--- src/hdl/lsim_pkg.sv ---
package lsim_pkg;

   // default word capacity in bytes
   localparam int MAX_LEN_DEF = 32;

   // fixed field widths of the transactions
   localparam int TYPE_W = 2;
   localparam int CHAR_W = 8;
   localparam int DIST_W = 6;
   localparam int LEN_W  = 6;
   localparam int SIM_W  = 16;

   // request codes
   localparam logic [TYPE_W-1:0] REQ_FIRST   = 2'd0;
   localparam logic [TYPE_W-1:0] REQ_SECOND  = 2'd1;
   localparam logic [TYPE_W-1:0] REQ_COMPARE = 2'd2;

   // q1.15 quotient: one integer bit plus fifteen fraction bits
   localparam int QUO_W = 16;
   localparam int QCNT_W = $clog2(QUO_W);
   localparam logic [QCNT_W-1:0] QCNT_LAST = QCNT_W'(QUO_W - 1);
   localparam logic [SIM_W:0] SIM_ONE = 17'd32768;

   // commands from the controller to the datapath
   typedef struct packed {
      logic load_first;
      logic load_second;
      logic start;
      logic init_wr;
      logic row_start;
      logic cell_read;
      logic cell_calc;
      logic div_start;
      logic div_step;
      logic finish;
   } cmd_type;

   // status from the datapath to the controller
   typedef struct packed {
      logic empty;
      logic trivial;
      logic init_last;
      logic j_last;
      logic i_last;
      logic div_last;
      logic out_free;
   } stat_type;

endpackage

--- src/hdl/lsim_ram.sv ---
module lsim_ram #(
   parameter int WIDTH = 8,
   parameter int DEPTH = 32,
   parameter int AW    = (DEPTH > 1) ? $clog2(DEPTH) : 1
) (
   input  logic             clock,
   input  logic             wr_en,
   input  logic [AW-1:0]    wr_addr,
   input  logic [WIDTH-1:0] wr_data,
   input  logic             rd_en,
   input  logic [AW-1:0]    rd_addr,
   output logic [WIDTH-1:0] rd_data
);

   logic [WIDTH-1:0] mem_ff [DEPTH];
   logic [WIDTH-1:0] rd_data_ff;

   // one write port, one registered read port
   always_ff @(posedge clock) begin
      if (wr_en) begin
         mem_ff[wr_addr] <= wr_data;
      end
      if (rd_en) begin
         rd_data_ff <= mem_ff[rd_addr];
      end
   end

   assign rd_data = rd_data_ff;

endmodule

--- src/hdl/lsim_ctrl.sv ---
module lsim_ctrl (
   input  logic                              clock,
   input  logic                              reset,
   input  logic                              req_valid,
   input  logic [lsim_pkg::TYPE_W-1:0]       req_type,
   output logic                              req_ready,
   input  lsim_pkg::stat_type                stat,
   output lsim_pkg::cmd_type                 cmd
);
   import lsim_pkg::*;

   localparam logic [2:0] ST_IDLE      = 3'd0;
   localparam logic [2:0] ST_INIT      = 3'd1;
   localparam logic [2:0] ST_ROW       = 3'd2;
   localparam logic [2:0] ST_CELL_READ = 3'd3;
   localparam logic [2:0] ST_CELL_CALC = 3'd4;
   localparam logic [2:0] ST_DIV_INIT  = 3'd5;
   localparam logic [2:0] ST_DIV_STEP  = 3'd6;
   localparam logic [2:0] ST_FINISH    = 3'd7;

   logic [2:0] state_ff;
   logic [2:0] state_in;

   // next state and commands
   always_comb begin
      state_in  = state_ff;
      cmd       = '0;
      req_ready = 1'b0;
      unique case (state_ff)
         ST_IDLE: begin
            req_ready = 1'b1;
            if (req_valid) begin
               case (req_type)
                  REQ_FIRST:  cmd.load_first = 1'b1;
                  REQ_SECOND: cmd.load_second = 1'b1;
                  REQ_COMPARE: begin
                     cmd.start = 1'b1;
                     priority if (stat.empty) begin
                        state_in = ST_FINISH;
                     end else if (stat.trivial) begin
                        state_in = ST_DIV_INIT;
                     end else begin
                        state_in = ST_INIT;
                     end
                  end
                  default: ;
               endcase
            end
         end
         ST_INIT: begin
            cmd.init_wr = 1'b1;
            if (stat.init_last) begin
               state_in = ST_ROW;
            end
         end
         ST_ROW: begin
            cmd.row_start = 1'b1;
            state_in = ST_CELL_READ;
         end
         ST_CELL_READ: begin
            cmd.cell_read = 1'b1;
            state_in = ST_CELL_CALC;
         end
         ST_CELL_CALC: begin
            cmd.cell_calc = 1'b1;
            priority if (stat.j_last && stat.i_last) begin
               state_in = ST_DIV_INIT;
            end else if (stat.j_last) begin
               state_in = ST_ROW;
            end else begin
               state_in = ST_CELL_READ;
            end
         end
         ST_DIV_INIT: begin
            cmd.div_start = 1'b1;
            state_in = ST_DIV_STEP;
         end
         ST_DIV_STEP: begin
            cmd.div_step = 1'b1;
            if (stat.div_last) begin
               state_in = ST_FINISH;
            end
         end
         ST_FINISH: begin
            if (stat.out_free) begin
               cmd.finish = 1'b1;
               state_in = ST_IDLE;
            end
         end
      endcase
   end

   always_ff @(posedge clock) begin
      if (reset) begin
         state_ff <= ST_IDLE;
      end else begin
         state_ff <= state_in;
      end
   end

   // at most one command per cycle
   assert property (@(posedge clock) disable iff (reset) $onehot0(cmd))
      else $error("more than one datapath command");

   // result published only when the output register can take it
   assert property (@(posedge clock) disable iff (reset) cmd.finish |-> stat.out_free)
      else $error("result overwrites a pending transaction");

endmodule

--- src/hdl/lsim_dp.sv ---
module lsim_dp #(
   parameter int MAX_LEN = lsim_pkg::MAX_LEN_DEF
) (
   input  logic                              clock,
   input  logic                              reset,
   input  lsim_pkg::cmd_type                 cmd,
   output lsim_pkg::stat_type                stat,
   input  logic [lsim_pkg::CHAR_W-1:0]       req_char_code,
   output logic                              rsp_valid,
   input  logic                              rsp_ready,
   output logic [lsim_pkg::DIST_W-1:0]       rsp_distance,
   output logic [lsim_pkg::LEN_W-1:0]        rsp_longer_length,
   output logic [lsim_pkg::SIM_W-1:0]        rsp_similarity,
   output logic                              rsp_both_empty,
   output logic                              rsp_truncated
);
   import lsim_pkg::*;

   localparam int LW = $clog2(MAX_LEN + 1);
   localparam int AW = (MAX_LEN > 1) ? $clog2(MAX_LEN) : 1;
   localparam logic [LW-1:0] FULL = LW'(MAX_LEN);

   logic [LW-1:0]     len1_ff, len2_ff;
   logic              ovf_ff;
   logic [LW-1:0]     i_ff, j_ff;
   logic [LW-1:0]     left_ff, diag_ff, dist_ff;
   logic [LW:0]       rem_ff;
   logic [QUO_W-1:0]  quo_ff;
   logic [QCNT_W-1:0] qcnt_ff;
   logic              rsp_valid_ff;
   logic [DIST_W-1:0] rsp_distance_ff;
   logic [LEN_W-1:0]  rsp_longer_ff;
   logic [SIM_W-1:0]  rsp_similarity_ff;
   logic              rsp_both_empty_ff;
   logic              rsp_truncated_ff;

   logic [LW-1:0]     longer;
   logic              room1, room2;
   logic [CHAR_W-1:0] first_rd, second_rd;
   logic [LW-1:0]     cost_rd;
   logic              cost_we;
   logic [LW-1:0]     cost_wr_addr, cost_wr_data;
   logic [LW-1:0]     min_ab, min_abc, cell_val;
   logic              div_ge;
   logic [LW:0]       rem_sub;
   logic [SIM_W:0]    sim_full;

   assign longer = (len1_ff > len2_ff) ? len1_ff : len2_ff;
   assign room1  = len1_ff < FULL;
   assign room2  = len2_ff < FULL;

   // word stores, written at the current length
   lsim_ram #(.WIDTH(CHAR_W), .DEPTH(MAX_LEN), .AW(AW)) u_first (
      .clock   (clock),
      .wr_en   (cmd.load_first && room1),
      .wr_addr (len1_ff[AW-1:0]),
      .wr_data (req_char_code),
      .rd_en   (cmd.row_start),
      .rd_addr (AW'(i_ff - 1'b1)),
      .rd_data (first_rd)
   );

   lsim_ram #(.WIDTH(CHAR_W), .DEPTH(MAX_LEN), .AW(AW)) u_second (
      .clock   (clock),
      .wr_en   (cmd.load_second && room2),
      .wr_addr (len2_ff[AW-1:0]),
      .wr_data (req_char_code),
      .rd_en   (cmd.cell_read),
      .rd_addr (AW'(j_ff - 1'b1)),
      .rd_data (second_rd)
   );

   // single row of cost cells
   lsim_ram #(.WIDTH(LW), .DEPTH(MAX_LEN + 1), .AW(LW)) u_cost (
      .clock   (clock),
      .wr_en   (cost_we),
      .wr_addr (cost_wr_addr),
      .wr_data (cost_wr_data),
      .rd_en   (cmd.cell_read),
      .rd_addr (j_ff),
      .rd_data (cost_rd)
   );

   // cell update: match takes diagonal, else one plus the smallest neighbor
   always_comb begin
      min_ab   = (cost_rd < left_ff) ? cost_rd : left_ff;
      min_abc  = (min_ab < diag_ff) ? min_ab : diag_ff;
      cell_val = (first_rd == second_rd) ? diag_ff : LW'({1'b0, min_abc} + 1'b1);
   end

   // cost row write port
   always_comb begin
      cost_we = cmd.init_wr || cmd.row_start || cmd.cell_calc;
      if (cmd.row_start) begin
         cost_wr_addr = '0;
         cost_wr_data = i_ff;
      end else if (cmd.cell_calc) begin
         cost_wr_addr = j_ff;
         cost_wr_data = cell_val;
      end else begin
         cost_wr_addr = j_ff;
         cost_wr_data = j_ff;
      end
   end

   // restoring division step, one quotient bit per cycle
   always_comb begin
      div_ge  = rem_ff >= {1'b0, longer};
      rem_sub = div_ge ? (rem_ff - {1'b0, longer}) : rem_ff;
      sim_full = SIM_ONE - {1'b0, quo_ff};
   end

   // status
   always_comb begin
      stat.empty     = longer == '0;
      stat.trivial   = (len1_ff == '0) || (len2_ff == '0);
      stat.init_last = j_ff == len2_ff;
      stat.j_last    = j_ff == len2_ff;
      stat.i_last    = i_ff == len1_ff;
      stat.div_last  = qcnt_ff == QCNT_LAST;
      stat.out_free  = !rsp_valid_ff || rsp_ready;
   end

   // word lengths and overflow flag
   always_ff @(posedge clock) begin
      if (reset) begin
         len1_ff <= '0;
         len2_ff <= '0;
         ovf_ff  <= 1'b0;
      end else if (cmd.finish) begin
         len1_ff <= '0;
         len2_ff <= '0;
         ovf_ff  <= 1'b0;
      end else if (cmd.load_first) begin
         if (room1) begin
            len1_ff <= len1_ff + 1'b1;
         end else begin
            ovf_ff <= 1'b1;
         end
      end else if (cmd.load_second) begin
         if (room2) begin
            len2_ff <= len2_ff + 1'b1;
         end else begin
            ovf_ff <= 1'b1;
         end
      end
   end

   // sweep counters, neighbor cells and divider
   always_ff @(posedge clock) begin
      if (cmd.start) begin
         dist_ff <= longer;
         i_ff    <= LW'(1);
         j_ff    <= '0;
      end
      if (cmd.init_wr) begin
         j_ff <= j_ff + 1'b1;
      end
      if (cmd.row_start) begin
         left_ff <= i_ff;
         diag_ff <= i_ff - 1'b1;
         j_ff    <= LW'(1);
      end
      if (cmd.cell_calc) begin
         left_ff <= cell_val;
         diag_ff <= cost_rd;
         dist_ff <= cell_val;
         j_ff    <= j_ff + 1'b1;
         if (stat.j_last) begin
            i_ff <= i_ff + 1'b1;
         end
      end
      if (cmd.div_start) begin
         rem_ff  <= {1'b0, dist_ff};
         quo_ff  <= '0;
         qcnt_ff <= '0;
      end
      if (cmd.div_step) begin
         rem_ff  <= {rem_sub[LW-1:0], 1'b0};
         quo_ff  <= {quo_ff[QUO_W-2:0], div_ge};
         qcnt_ff <= qcnt_ff + 1'b1;
      end
   end

   // result register
   always_ff @(posedge clock) begin
      if (reset) begin
         rsp_valid_ff <= 1'b0;
      end else if (cmd.finish) begin
         rsp_valid_ff <= 1'b1;
      end else if (rsp_ready) begin
         rsp_valid_ff <= 1'b0;
      end
   end

   always_ff @(posedge clock) begin
      if (cmd.finish) begin
         rsp_both_empty_ff <= stat.empty;
         rsp_truncated_ff  <= ovf_ff;
         rsp_longer_ff     <= LEN_W'(longer);
         if (stat.empty) begin
            rsp_distance_ff   <= '0;
            rsp_similarity_ff <= '0;
         end else begin
            rsp_distance_ff   <= DIST_W'(dist_ff);
            rsp_similarity_ff <= sim_full[SIM_W-1:0];
         end
      end
   end

   assign rsp_valid         = rsp_valid_ff;
   assign rsp_distance      = rsp_distance_ff;
   assign rsp_longer_length = rsp_longer_ff;
   assign rsp_similarity    = rsp_similarity_ff;
   assign rsp_both_empty    = rsp_both_empty_ff;
   assign rsp_truncated     = rsp_truncated_ff;

   // lengths never pass the word capacity
   assert property (@(posedge clock) disable iff (reset)
      (len1_ff <= FULL) && (len2_ff <= FULL))
      else $error("word length beyond capacity");

   // a compare leaves both words empty
   assert property (@(posedge clock) disable iff (reset)
      cmd.finish |=> (len1_ff == '0) && (len2_ff == '0) && !ovf_ff)
      else $error("words not cleared after compare");

endmodule

--- src/hdl/levenshtein_similarity_core.sv ---
// levenshtein similarity core
// input channel req_*: req_type 0 appends req_char_code to the first word, 1 to
// the second word, 2 compares the two words and clears them; type 3 is ignored.
// bytes past MAX_LEN are dropped and reported in rsp_truncated of the next compare.
// result channel rsp_*: one transaction per compare with edit distance, longer
// length, q1.15 similarity (32768 = identical) and a both-empty flag.
// a load is taken in the idle state, which the controller keeps. a compare runs
// through an accept step, seeding of the cost row, then for each row a setup
// step and per cell a read step and a calculate step (registered reads of
// the word and cost memories), then bit-serial division and a publish step;
// a one-sided compare skips seeding and sweep, an empty one also the division.
// reset is synchronous: words empty, overflow flag clear, no pending result.
// the result sits in an output register; while rsp_ready is low further loads
// are taken, and a following compare finishes its sweep and then waits.
module levenshtein_similarity_core #(
   parameter int MAX_LEN = lsim_pkg::MAX_LEN_DEF
) (
   input  logic                              clock,
   input  logic                              reset,
   input  logic                              req_valid,
   output logic                              req_ready,
   input  logic [lsim_pkg::TYPE_W-1:0]       req_type,
   input  logic [lsim_pkg::CHAR_W-1:0]       req_char_code,
   output logic                              rsp_valid,
   input  logic                              rsp_ready,
   output logic [lsim_pkg::DIST_W-1:0]       rsp_distance,
   output logic [lsim_pkg::LEN_W-1:0]        rsp_longer_length,
   output logic [lsim_pkg::SIM_W-1:0]        rsp_similarity,
   output logic                              rsp_both_empty,
   output logic                              rsp_truncated
);
   import lsim_pkg::*;

   cmd_type  cmd;
   stat_type stat;

   // sequencer for loads, cost sweep and division
   lsim_ctrl u_ctrl (
      .clock     (clock),
      .reset     (reset),
      .req_valid (req_valid),
      .req_type  (req_type),
      .req_ready (req_ready),
      .stat      (stat),
      .cmd       (cmd)
   );

   // word stores, cost row, divider and result register
   lsim_dp #(.MAX_LEN(MAX_LEN)) u_dp (
      .clock             (clock),
      .reset             (reset),
      .cmd               (cmd),
      .stat              (stat),
      .req_char_code     (req_char_code),
      .rsp_valid         (rsp_valid),
      .rsp_ready         (rsp_ready),
      .rsp_distance      (rsp_distance),
      .rsp_longer_length (rsp_longer_length),
      .rsp_similarity    (rsp_similarity),
      .rsp_both_empty    (rsp_both_empty),
      .rsp_truncated     (rsp_truncated)
   );

endmodule

--- config.mk ---
export PLATFORM = sky130hd
export DESIGN_NAME = levenshtein_similarity_core
export DESIGN_NICKNAME = d
export VERILOG_FILES = /design/src/hdl/lsim_pkg.sv /design/src/hdl/lsim_ram.sv /design/src/hdl/lsim_ctrl.sv /design/src/hdl/lsim_dp.sv /design/src/hdl/levenshtein_similarity_core.sv
export SDC_FILE = /design/constraint.sdc
export NUM_CORES = 1
export LEC_CHECK = 0
export ABC_AREA = 1
export BUFFER_PORTS_ARGS = -buffer_cell sky130_fd_sc_hd__buf_2
export CORE_ASPECT_RATIO = 1.25
export CORE_MARGIN = 4
export CORE_UTILIZATION = 50
export CTS_BUF_LIST = sky130_fd_sc_hd__clkbuf_4 sky130_fd_sc_hd__clkbuf_8 sky130_fd_sc_hd__clkbuf_16
export DETAILED_ROUTE_END_ITERATION = 12
export GPL_TIMING_DRIVEN = 0
export PLACE_DENSITY = 0.73
export SYNTH_ARGS = -nofsm -noshare
export SYNTH_HDL_FRONTEND = slang
export SYNTH_SLANG_ARGS = --single-unit
--- constraint.sdc ---
create_clock -name clock -period 6.8 [get_ports clock]
set_input_delay 0.68 -clock clock [delete_from_list [all_inputs] [get_ports clock]]
set_output_delay 0.68 -clock clock [all_outputs]
set_load 0.02 [all_outputs]
# Word level (Yosys, flattened, before mapping)
# Memory sizes are Yosys's and may differ from the RTL's. A register that Yosys moved wholly into a read port is not among the register bits.
# Cells that the tools add are included.
[word_totals]
ff_bits = 104
out_inout_bits = 32
mem_count = 3
mem_bits_rw = 710
in_bits = 14
[mem_list]
columns = ["name", "depth", "word_bits", "read_ports", "rd_ports_with_merged_regs", "write_ports", "line", "text"]
rows = [
  ["u_dp.u_first.mem_ff", 32, 8, 1, 1, 1, "lsim_ram.sv:15", "logic [WIDTH-1:0] mem_ff [DEPTH];"],
  ["u_dp.u_second.mem_ff", 32, 8, 1, 1, 1, "lsim_ram.sv:15", ""],
  ["u_dp.u_cost.mem_ff", 33, 6, 1, 1, 1, "lsim_ram.sv:15", ""],
]
[classes]
reduce_logical = 24
n_bitwise = 1
muxes = 63
add_sub_neg = 10
order_cmp = 6
eq_ne = 20
[ops]
columns = ["op", "count"]
rows = [
  ["$mux W6", 21],
  ["$mux W16", 2],
  ["$add A6 B1 Y6 const B", 5],
  ["$mux W3", 10],
  ["$mux W1", 25],
  ["$pmux W3 S8", 1],
  ["$logic_not A6 Y1", 3],
  ["$sub A16 B16 Y16 const A", 1],
  ["$mux W7", 2],
  ["$eq A3 B3 Y1 const B", 4],
  ["$eq A6 B6 Y1", 2],
  ["$lt A6 B6 Y1", 2],
  ["$lt A6 B6 Y1 const B", 2],
  ["$ne A2 B2 Y1 const B", 5],
  ["$reduce_bool A2 Y1", 5],
  ["$eq A8 B8 Y1", 1],
  ["$mux W4", 2],
  ["$ge A7 B6 Y1", 1],
  ["$eq A3 B2 Y1 const B", 2],
  ["$gt A6 B6 Y1", 1],
  ["$reduce_and A3 Y1", 2],
  ["$sub A6 B1 Y6 const B", 1],
  ["$sub A6 B6 Y6", 1],
  ["$reduce_and A5 Y1", 1],
  ["other kinds (16)", 22],
]

# Depth between registers and ports, before layout
# Gate-level depths: netlist (run 1).
[logic_depth]
ltp_word = 8
ltp_mapped = 22
mapped_depth_nobuf = 21

# By module
# A second synthesis (run 1) with hierarchy kept.
[unflattened]
cells_unflattened = 3318
area_unflattened_um2 = 36452.5
[modules_own_cells]
columns = ["mod", "seq_area_each_um2", "area_per_inst_um2", "instances", "cells_per_inst"]
rows = [
  ["lsim_ram at u_dp.u_first ...", 7927.6, 10866.7, 2, 922],
  ["lsim_ram at u_dp.u_cost", 6125.9, 8355.5, 1, 716],
  ["lsim_dp", 2822.7, 5979.5, 1, 687],
  ["lsim_ctrl", 60.1, 384.1, 1, 71],
]

# Worst setup path after synthesis (run 1)
# Ideal clock, no wire load.
[synth_path]
kind = "register to register"
start = "register u_dp.u_cost.rd_data_ff[5] (netlist: u_dp.u_cost.rd_data[5]) (read register of u_dp.u_cost.mem_ff)"
end = "memory u_dp.u_cost.mem_ff[0][1] in the netlist's numbering (data pin)"
path_slack_ps = 2830
path_stages_with_launch = 18
t_arrival_ps = 3479
required_time_ps = 6309
setup_ps = 491
cell_sequence = "edfxtp_1 > ha_1 > nand2_1 > inv_1 > a21oi_2 > nand2_1 > buf_4 > a21oi_1 > ha_1 > a21oi_1 > nor2_1 > a211oi_2 > nand2_2 > nand2_1 > nand2_2 > ha_1 > o211ai_1 > o221ai_1"
[synth_via]
elab_chain_len = 8
[synth_lines]
columns = ["element", "line", "text"]
rows = [
  ["start: declaration", "lsim_ram.sv:16", "logic [WIDTH-1:0] rd_data_ff;"],
  ["$lt A6 B6 Y1", "lsim_dp.sv:86", "min_ab = (cost_rd < left_ff) ? cost_rd : left_ff;"],
  ["$mux W6 (*)", "lsim_dp.sv:86", ""],
  ["$lt A6 B6 Y1", "lsim_dp.sv:87", "min_abc = (min_ab < diag_ff) ? min_ab : diag_ff;"],
  ["$mux W6 (*)", "lsim_dp.sv:87", ""],
  ["$add A6 B1 Y6 (*)", "lsim_dp.sv:88", "cell_val = (first_rd == second_rd) ? diag_ff : LW'({1'b0, min_abc} + 1'b1);"],
  ["$mux W6 (*)", "lsim_dp.sv:88", ""],
  ["$mux W6 (*)", "lsim_dp.sv:97", "end else if (cmd.cell_calc) begin"],
  ["$mux W6 (*)", "lsim_dp.sv:94", "if (cmd.row_start) begin"],
  ["via u_dp.cost_wr_data[1]", "lsim_dp.sv:42", "logic [LW-1:0] cost_wr_addr, cost_wr_data;"],
  ["end: declaration", "lsim_ram.sv:15", ""],
]
# Mark *: on every way through the listed nets, which the timed path passes. The rest lies on a longest branch.

# Worst setup path in the final report (run 1)
[layout_path]
start = "register u_dp.u_cost.rd_data_ff[5] (netlist: u_dp.u_cost.rd_data[5]) (read register of u_dp.u_cost.mem_ff)"
end = "memory u_dp.u_cost.mem_ff[10][4] in the netlist's numbering (data pin)"
# Same word-level chain as after synthesis.

==> results.py, run 1 <==
metrics = {
    "setup_path": {
        "worstReg2RegEnd": "u_dp.u_cost.mem_ff[10][4]",
        "arrival_ns": 5.10,
        "cp-end-kind": "flop",
        "worstSetupPathType": "reg -> reg",
        "critPathLaunchType": "flop",
        "r2r_cells": 20,
        "reg2reg_slack_ns": 1.96,
        "crit_required_ns": 7.05,
        "timing.rr.start": "u_dp.u_cost.rd_data[5]",
        "path_max_fanout": 33,
    },
    "synth": {
        "synth_edf_count": 812,
        "yosysSeqAreaShare_pct": 71.69,
        "avgSynthCellArea_sq_um": 12.84,
        "synth_nets": 2753,
        "ys.flop_type": "edfxtp_1",
        "synth_warnings": 0,
        "synth_cells": 2701,
        "ys_types": 54,
        "ys_seq_elements": 836,
        "synth_area_sq_um": 34680,
        "async_flop_share_pct": 0,
    },
    "final_layout": {
        "layout_common_cells": "edfxtp_1, nor2_1, o21ai_0",
        "drive_gt1_share_pct": 9.512,
        "nFillCells": 5357,
        "insertedDiodeCount": 0,
        "final_common_cell": "edfxtp_1",
        "fin_util_pct": 56.58,
        "nNetsFinal": 2882,
        "area_growth_pct": 11.62,
    },
    "min_path": {
        "hold_class": "in -> reg",
        "min_delay_path_depth": 2,
        "holdPathEnd": "u_ctrl.state_ff[0]",
        "hp-start": "reset",
    },
    "die": {
        "io_pins": 46,
        "initial_utilization_pct": 50.69,
        "dieArea_sq_um": 73660,
        "die_w_microns": 243.6,
        "core_sq_um": 68410,
        "std_cell_rows": 107,
        "die_y_microns": 302.5,
    },
    "placement": {
        "gp_congestion": 0.9559,
        "hpwl_microns": 59780,
        "io_buffers": 45,
    },
    "sta": {
        "fin_setup_tns_ns": 0,
        "hold_violations": 0,
        "tightest_slew_ns": 1.411,
        "drv_slew": 0,
        "max-slew-margin-rel_pct": 5.425,
        "finalSetupViolations": 0,
        "whs_ns": 0.3778,
        "finalCriticalPeriod_ns": 4.842,
        "rsz0062_at_grt": "no",
        "skew_ns": 0.02954,
        "fin_crit_sh_pct": 71.21,
        "clock.fmax_ghz": 0.2065,
    },
    "global_routing": {
        "grt_usage_pct": 24.14,
        "grt_pass1_wl_microns": 136100,
        "gr-total-overflow": 0,
        "antenna_found_initial": 0,
        "grt_pass1_vias": 22929,
        "grt_max_degree": 65,
    },
    "drt": {
        "drt_first_pass_iters": 6,
        "drt_first_iter_violations": 3089,
        "postRouteAntennaNets": 0,
        "routedWlPerCell_microns": 23.78,
        "vias": 23207,
        "drc": 0,
        "via_per_inst": 6.080,
        "drt-total-wl_microns": 90760,
    },
    "clock_network": {
        "htree_levels": 3,
        "clk_path_buf_depth": 3,
        "clk_latency_ns": 0.64,
        "path_clk_slew_ns": 0.06,
        "cts_tree": "yes",
        "cts_setup_buffers": 0,
        "ctsResizeCount": 0,
        "ctsHoldBuffers": 0,
        "clock-sinks": 836,
        "cts_buffers": 79,
        "clock-root-buffer": "clkbuf_16",
    },
    "pwr": {
        "peakVddDrop_mv": 0.3141,
        "power_density_nw_per_um2": 478.5,
        "p_leak_nw": 13.05,
        "total_power_mw": 18.52,
    },
    "flow_run": {
        "cap_violations": 0,
    },
    "run_status": {
        "status": "finished clean",
    },
}
==> worst max-delay path by stage <==
| stage | from | end |
|---|---|---|
| floorplan | u_dp.u_cost.rd_data[5] | u_dp.u_cost.mem_ff[0][1] |
| global placement | u_dp.u_cost.rd_data[5] | u_dp.u_cost.mem_ff[10][1] |
| detailed placement | u_dp.u_cost.rd_data[5] | u_dp.u_cost.mem_ff[9][3] |
| CTS | u_dp.u_cost.rd_data[5] | u_dp.u_cost.mem_ff[29][3] |
| global route | u_dp.u_cost.rd_data[5] | u_dp.u_cost.mem_ff[10][4] |
| finish | u_dp.u_cost.rd_data[5] | u_dp.u_cost.mem_ff[10][4] |
==> cell families after synthesis <==
group	after synthesis	synth area share [%]
fa+ha+maj	38	1.393
xor+xnor	29	0.7757
compound gates	630	11.55
buf+inv	287	3.377
simple gates	849	10.29
mux	32	0.9236
flops	836	71.69
==> power by group <==
part / internal (mW) / switching [mW]
sequential: 6.46 / 0.147
combinational: 2.06 / 5.49
clock: 2.48 / 1.89
==> layout make-up <==
cell class	count	area (sq um)	share of cell area (%)
clock inverters	51	431.7	1.115
inverters	139	521.8	1.348
clock buffers	91	2126	5.491
well taps	926	1159	2.993
flip-flops and latches	836	24860	64.23
plain buffers	148	649.4	1.677
multi-input cells	1578	8700	22.47
repair buffers	48	260.3	0.6723
==> worst max-delay path: stages, from the launching register on <==
cell	delay [ns]
edfxtp_1	0.43
ha_1	0.34
nand2_1	0.10
inv_1	0.06
a21oi_2	0.15
nand2_1	0.08
buf_4	0.17
o21ai_0	0.37
ha_1	0.31
nand2_1	0.09
nor2_1	0.06
a211oi_2	0.35
nand2_2	0.18
nand2_1	0.10
nand2_2	0.08
ha_1	0.24
nand3_1	0.11
a21oi_1	0.06
o21ai_0	0.11
nand2_1	0.15
nand2_1	0.90
==> synthesized netlist by cell type, drive strengths merged, types with 27 or more instances <==
master	number	area (sq um)
mux2i	32	320.3
o32ai	32	280.3
nand4	27	168.9
o21ai	276	1389
ha	37	462.9
inv	138	518.0
nand2	242	940.9
a22oi	28	210.2
edfxtp	812	24380
clkbuf	95	356.6
o211ai	70	525.5
buf	53	292.8
a21oi	45	229.0
o221ai	59	516.8
nor2	474	1852
o22ai	51	319.1
nand3	68	340.3
==> registers in the layout, indices dropped and copies added, names as in the netlist, 7 cells and up <==
register               count
u_dp.quo_ff               16
u_dp.rem_ff                7
u_dp.rsp_similarity       16
u_dp.u_cost.mem_ff       198
u_dp.u_first.mem_ff      256
u_dp.u_first.rd_data       8
u_dp.u_second.mem_ff     256
u_dp.u_second.rd_data      8
==> layer usage <==
metal / share of wire, % / GRT usage [%] / up-vias
li1: - / - / 10320
met1: 38 / 31.15 / 11325
met2: 49 / 40.74 / 1308
met3: 8.7 / 4.163 / 254
met4: 4.3 / 10.50 / 0
met5: 0 / 0 / -
==> per-stage QoR <==
stage | cell area, sq um | setup WS, ns | cells
after detailed placement | 36130 | 1.768 | 3675
after floorplan | 34680 | 2.830 | 2701
final | 38710 | 1.958 | 3817
after global placement | 36060 | 1.317 | 3672
after CTS | 38690 | 1.754 | 3817
after global routing | 38710 | 1.577 | 3817
Power figures use the tool's default switching activity.
==> run 2, diff against run 1 <==
- ABC_AREA: 1 -> 0
- clock period: 6.8 -> 5.02 ns (I/O delays scaled with it)
==> run 2 against run 1 <==
Global-route usage is 3.7 points lower. Sequential share of layout area down 0.13 points. Combinational power up 3.7%. Final area up 0.21%. Largest power group is now sequential cells.
==> results.py, run 2 <==
metrics = {
    "run_status": {
        "status": "finished clean",
    },
    "clock_network": {
        "path_clk_slew_ns": 0.06,
        "cts_buffers": 78,
        "clock-root-buffer": "clkbuf_16",
        "clk_path_buf_depth": 3,
        "cts_tree": "yes",
        "clk_latency_ns": 0.63,
        "htree_levels": 3,
        "ctsHoldBuffers": 0,
        "clock-sinks": 836,
    },
    "drt": {
        "postRouteAntennaNets": 0,
        "drc": 0,
        "vias": 17994,
        "routedWlPerCell_microns": 24.74,
        "drt_first_iter_violations": 1766,
        "drt-total-wl_microns": 74120,
        "via_per_inst": 6.006,
        "drt_first_pass_iters": 6,
    },
    "pwr": {
        "power_density_nw_per_um2": 589.3,
        "total_power_mw": 22.86,
        "p_leak_nw": 12.76,
        "peakVddDrop_mv": 0.3369,
    },
    "synth": {
        "ys_top_cells_by_area": "edfxtp_1, mux4_2, nor2_1, nand2_1, dfxtp_1",
        "synth.top_cell.area_share_pct": 70.84,
        "synth_edf_count": 812,
        "synth.most_common_cell": "edfxtp_1",
        "synth_nets": 1972,
        "ys.flop_type": "edfxtp_1",
        "avgSynthCellArea_sq_um": 17.93,
        "synth_common_cells": "edfxtp_1, mux4_2, nor2_1",
        "synth_cells": 1920,
        "async_flop_share_pct": 0,
        "ys_seq_elements": 836,
        "ys_types": 67,
        "synth_warnings": 0,
        "synth_area_sq_um": 34420,
        "yosysSeqAreaShare_pct": 72.23,
        "yosys.area.top_type": "edfxtp_1",
    },
    "setup_path": {
        "critPathLaunchType": "flop",
        "timing.rr.start": "u_dp.left_ff[4]",
        "arrival_ns": 5.24,
        "path_max_fanout": 17,
        "crit_required_ns": 5.38,
        "worstSetupPathType": "reg -> reg",
        "critPathLaunch": "u_dp.left_ff[4]",
        "cp-end-kind": "flop",
    },
    "sta": {
        "finalSetupViolations": 0,
        "fin_setup_tns_ns": 0,
        "finalCriticalPeriod_ns": 4.875,
        "hold_violations": 0,
        "tightest_slew_ns": 1.315,
        "max-slew-margin-rel_pct": 12.33,
        "fin_crit_sh_pct": 97.12,
        "clock.fmax_ghz": 0.2051,
        "drv_slew": 0,
        "skew_ns": 0.02721,
    },
    "placement": {
        "io_buffers": 45,
        "dp.cells": 2839,
        "hpwl_microns": 49500,
        "gp_congestion": 0.9138,
    },
    "global_routing": {
        "grt_pass1_vias": 18365,
        "grt_usage_pct": 20.47,
        "grt_pass1_wl_microns": 113800,
        "antenna_found_initial": 4,
        "grt_max_degree": 65,
        "gr-total-overflow": 0,
    },
    "final_layout": {
        "fin_cells": 2996,
        "insertedDiodeCount": 0,
        "nNetsFinal": 2114,
        "layout_common_cells": "edfxtp_1, mux4_2, nor2_1",
        "top_regs": "u_dp.u_first.mem_ff (256), u_dp.u_second.mem_ff (256), u_dp.u_cost.mem_ff (198)",
        "drive_gt1_share_pct": 23.07,
        "area_growth_pct": 12.70,
        "final_common_cell": "edfxtp_1",
    },
    "die": {
        "initial_utilization_pct": 50.51,
        "core_sq_um": 68140,
        "die_w_microns": 242.7,
        "std_cell_rows": 107,
        "die_y_microns": 301.4,
        "io_pins": 46,
        "dieArea_sq_um": 73130,
    },
    "min_path": {
        "hold_class": "in -> reg",
        "hp-start": "reset",
    },
    "flow_run": {
        "cap_violations": 0,
    },
}
-- run 2: worst paths after layout --
check | slack [ns] | cells past startpoint | to
worst max register to register | 0.14 | 20 | u_dp.u_cost.mem_ff[11][4]
worst max-delay path | 0.14 | 20 | u_dp.u_cost.mem_ff[11][4]
worst min-delay path | 0.15 | 2 | u_dp.rsp_valid
worst min register to register | 0.54 | 2 | u_dp.u_cost.rd_data[2]
-- run 2: final cells by class --
type	count	area, sq um
fillers	4945	29350
flip-flops and latches	836	24860
multi-input cells	951	9164
clock buffers	101	2185
well taps	872	1091
clock inverters	41	556.8
plain buffers	95	415.4
repair buffers	61	370.4
inverters	39	146.4
-- run 2: timing repair --
item | in CTS | in global routing
pin swaps | 2 | 5
setup endpoints to repair | 139 | 113
cloned | 1 | 0
setup buffers | 8 | 5
gates resized for setup | 16 | 19
-- run 2: power by group --
group / internal [mW] / switching, mW
Clock: 3.76 / 2.52
Sequential: 8.60 / 0.150
Combinational: 3.24 / 4.58
-- run 2: routing by layer --
layer	share of wire, %	up-vias	routed length, microns	GRT usage [%]
met5	0	-	0	0
met1	38	9195	28200	26.20
met2	52	758	38330	35.91
met4	3.5	0	2593	7.258
met3	6.7	179	4990	3.219
li1	-	7862	-	-
-- run 2: worst max-delay path, stage by stage (launching register included) --
cell and delay [ns]:
edfxtp_1 0.40, inv_1 0.07, ha_1 0.29, nand4_1 0.18, o21bai_4 0.21, buf_6 0.17
mux2_2 0.39, ha_1 0.32, a211oi_2 0.25, o21bai_2 0.14, a2111oi_4 0.43, nor2_4 0.11
a21oi_2 0.18, ha_4 0.19, nand3_1 0.09, mux2i_1 0.17, xnor2_1 0.15, or3_4 0.16
o311ai_4 0.16, a221o_2 0.37, buf_12 0.16
-- run 2: cell families after synthesis --
group | after synthesis | synth area share [%]
adders and majority gates | 38 | 1.403
and+or+nand+nor | 497 | 6.554
DFF | 836 | 72.23
buffers and inverters | 134 | 1.599
xor gates and xnor gates | 62 | 1.578
AOI/OAI and AO/OA | 111 | 2.130
muxes | 242 | 14.50
-- run 2: per-stage QoR --
stage / hold slack [ns] / util (%) / setup slack [ns] / instance area [sq um]
after global routing: 0.1346 / 56.93 / -0.03226 / 38790
after CTS: 0.1141 / 56.74 / 0.003573 / 38670
final: 0.1511 / 56.93 / 0.1446 / 38790
after floorplan: 0.4090 / - / 0.1333 / 34420
after global placement: 0.5071 / 52.44 / -1.117 / 35740
after detailed placement: 0.5127 / 52.52 / -1.020 / 35790
==> run 3, diff against run 2 <==
- ABC_CLOCK_PERIOD_IN_PS: default -> 5020
- CELL_PAD_IN_SITES_DETAIL_PLACEMENT: default -> 0
- CELL_PAD_IN_SITES_GLOBAL_PLACEMENT: default -> 1
- CORE_UTILIZATION: 50 -> 55
- PLACE_DENSITY: 0.73 -> 0.86
==> run 3 against run 2 <==
First-iteration DRC count is 11% higher. Cell count is 1.5% lower. Global-route usage grew 2.6 points. Flip-flop and latch count did not move. Clock skew fell by 0.0061 ns. Fmax grew 1.5%. Clock power fell by 6.2%. Highest routed layer is now met5.
==> results.py, run 3 (synthesis results as in run 2) <==
metrics = {
    "run_status": {
        "status": "finished clean",
    },
    "sta": {
        "setup_ws_ns": 0.2143,
        "finalSetupViolations": 0,
        "skew_ns": 0.02108,
        "clock.fmax_ghz": 0.2081,
        "fin_crit_sh_pct": 95.73,
        "drv_slew": 0,
        "whs_ns": 0.1481,
        "hold_violations": 0,
        "max-slew-margin-rel_pct": 10.44,
        "tightest_slew_ns": 1.343,
        "finalCriticalPeriod_ns": 4.806,
    },
    "placement": {
        "io_buffers": 45,
        "hpwl_microns": 49250,
        "pre_cts_slack_ns": -0.9679,
        "placed_cell_area_sq_um": 35740,
        "gp_congestion": 0.8653,
    },
    "pwr": {
        "p_clk_share_pct": 26.2,
        "peakVddDrop_mv": 0.3104,
        "seq_power_share_pct": 38.9,
        "total_power_mw": 22.52,
        "internal-power_mw": 15.28,
        "power_density_nw_per_um2": 584.6,
        "p_switching_mw": 7.246,
        "p_leak_nw": 12.64,
        "pwr-share-comb_pct": 34.9,
        "swShare_pct": 32.17,
    },
    "min_path": {
        "hold_class": "in -> reg",
        "min_delay_path_depth": 2,
    },
    "clock_network": {
        "clk_path_buf_depth": 3,
        "clock-sinks": 836,
        "cts_tree": "yes",
        "cts_buffers": 76,
        "clock-root-buffer": "clkbuf_16",
        "htree_levels": 3,
        "clk_latency_ns": 0.62,
        "path_clk_slew_ns": 0.06,
    },
    "final_layout": {
        "nNetsFinal": 2114,
        "layout_common_cells": "edfxtp_1, mux4_2, nor2_1",
        "drive_gt1_share_pct": 22.46,
        "nFillCells": 4283,
        "area_growth_pct": 11.93,
        "top_regs": "u_dp.u_first.mem_ff (256), u_dp.u_second.mem_ff (256), u_dp.u_cost.mem_ff (198)",
        "fin_util_pct": 62.12,
        "final_common_cell": "edfxtp_1",
        "insertedDiodeCount": 0,
        "final_cell_area_sq_um": 38530,
    },
    "global_routing": {
        "gr-total-overflow": 0,
        "grt_pass1_wl_microns": 115000,
        "antenna_found_initial": 1,
        "grt_max_degree": 65,
        "grt_pass1_vias": 18634,
        "grt_usage_pct": 23.08,
    },
    "setup_path": {
        "arrival_ns": 5.16,
        "path_max_fanout": 17,
        "cp-end-kind": "flop",
        "crit_required_ns": 5.37,
        "r2r_cells": 21,
        "worstSetupPathType": "reg -> reg",
        "critPathLaunchType": "flop",
    },
    "flow_run": {
        "cap_violations": 0,
    },
    "drt": {
        "via_per_inst": 6.115,
        "routedWlPerCell_microns": 25.84,
        "drt_first_iter_violations": 1965,
        "drt_first_pass_iters": 5,
        "drt-total-wl_microns": 76260,
        "drc": 0,
        "postRouteAntennaNets": 0,
        "vias": 18046,
    },
    "die": {
        "core_sq_um": 62020,
        "dieArea_sq_um": 66680,
        "std_cell_rows": 102,
        "initial_utilization_pct": 55.50,
        "die_w_microns": 231.8,
        "die_y_microns": 287.7,
        "io_pins": 46,
    },
}
-- run 3: repair_timing --
| action | CTS | global route |
|---|---|---|
| setup endpoints to repair | 134 | 143 |
| setup buffers | 10 | 5 |
| gates cloned | 1 | 0 |
| pin swaps | 1 | 4 |
| hold buffers | 0 | 0 |
| gates resized for setup | 14 | 20 |
-- run 3: worst max-delay path, stage by stage (launching register included) --
cell       delay, ns
edfxtp_1        0.45
ha_1            0.33
nand2_1         0.05
o21ai_1         0.16
o21bai_2        0.15
buf_6           0.16
mux2_2          0.38
ha_1            0.31
a211oi_2        0.21
o21bai_2        0.12
a2111oi_4       0.27
buf_4           0.20
nor2_4          0.06
a21oi_2         0.13
ha_2            0.25
nand3_1         0.10
mux2i_1         0.18
xnor2_1         0.16
or3_4           0.17
o311ai_4        0.16
a221o_2         0.37
buf_12          0.16
-- run 3: worst paths after layout --
path / start / endpoint / slack, ns
max reg2reg: u_dp.u_cost.rd_data[4] / u_dp.u_cost.mem_ff[4][4] / 0.21
max: u_dp.u_cost.rd_data[4] / u_dp.u_cost.mem_ff[4][4] / 0.21
min reg2reg: u_dp.rsp_valid / u_dp.rsp_valid / 0.53
min: reset / u_dp.rsp_valid / 0.15
-- run 3: power groups by stage --
stage          combinational, mW  sequential (mW)  clock [mW]
4_1_cts                     7.73             8.76        5.98
2_1_floorplan               5.15             8.86           0
3_5_place_dp                7.50             8.93           0
6_report                    7.86             8.77        5.89
3_3_place_gp                7.24             8.93           0
5_1_grt                     8.40             8.79        6.28
-- run 3: per-stage QoR --
| step | TNS, ns | instances |
|---|---|---|
| final | 0 | 2951 |
| after global routing | -0.2109 | 2951 |
| after CTS | 0 | 2945 |
| after detailed placement | -75.98 | 2799 |
| after global placement | -99.84 | 2797 |
| after floorplan | 0 | 1920 |
-- run 3: per-layer routing --
layer  vias up  routed length, microns  global-route usage (%)
met5         -                      13                       0
met4         2                    3099                   9.254
met3       159                    4750                   3.029
met2       755                   39410                   39.55
met1      9265                   28990                   30.36
li1       7865                       -                       -
-- run 3: area by class of cell --
cell class	instances	area (sq um)	area share, %
well taps	832	1041	2.702
clock buffers	87	2037	5.287
multi-input cells	951	9138	23.72
clock inverters	48	496.7	1.289
repair buffers	63	387.9	1.007
inverters	39	146.4	0.3800
flip-flops and latches	836	24860	64.53
plain buffers	95	417.9	1.085
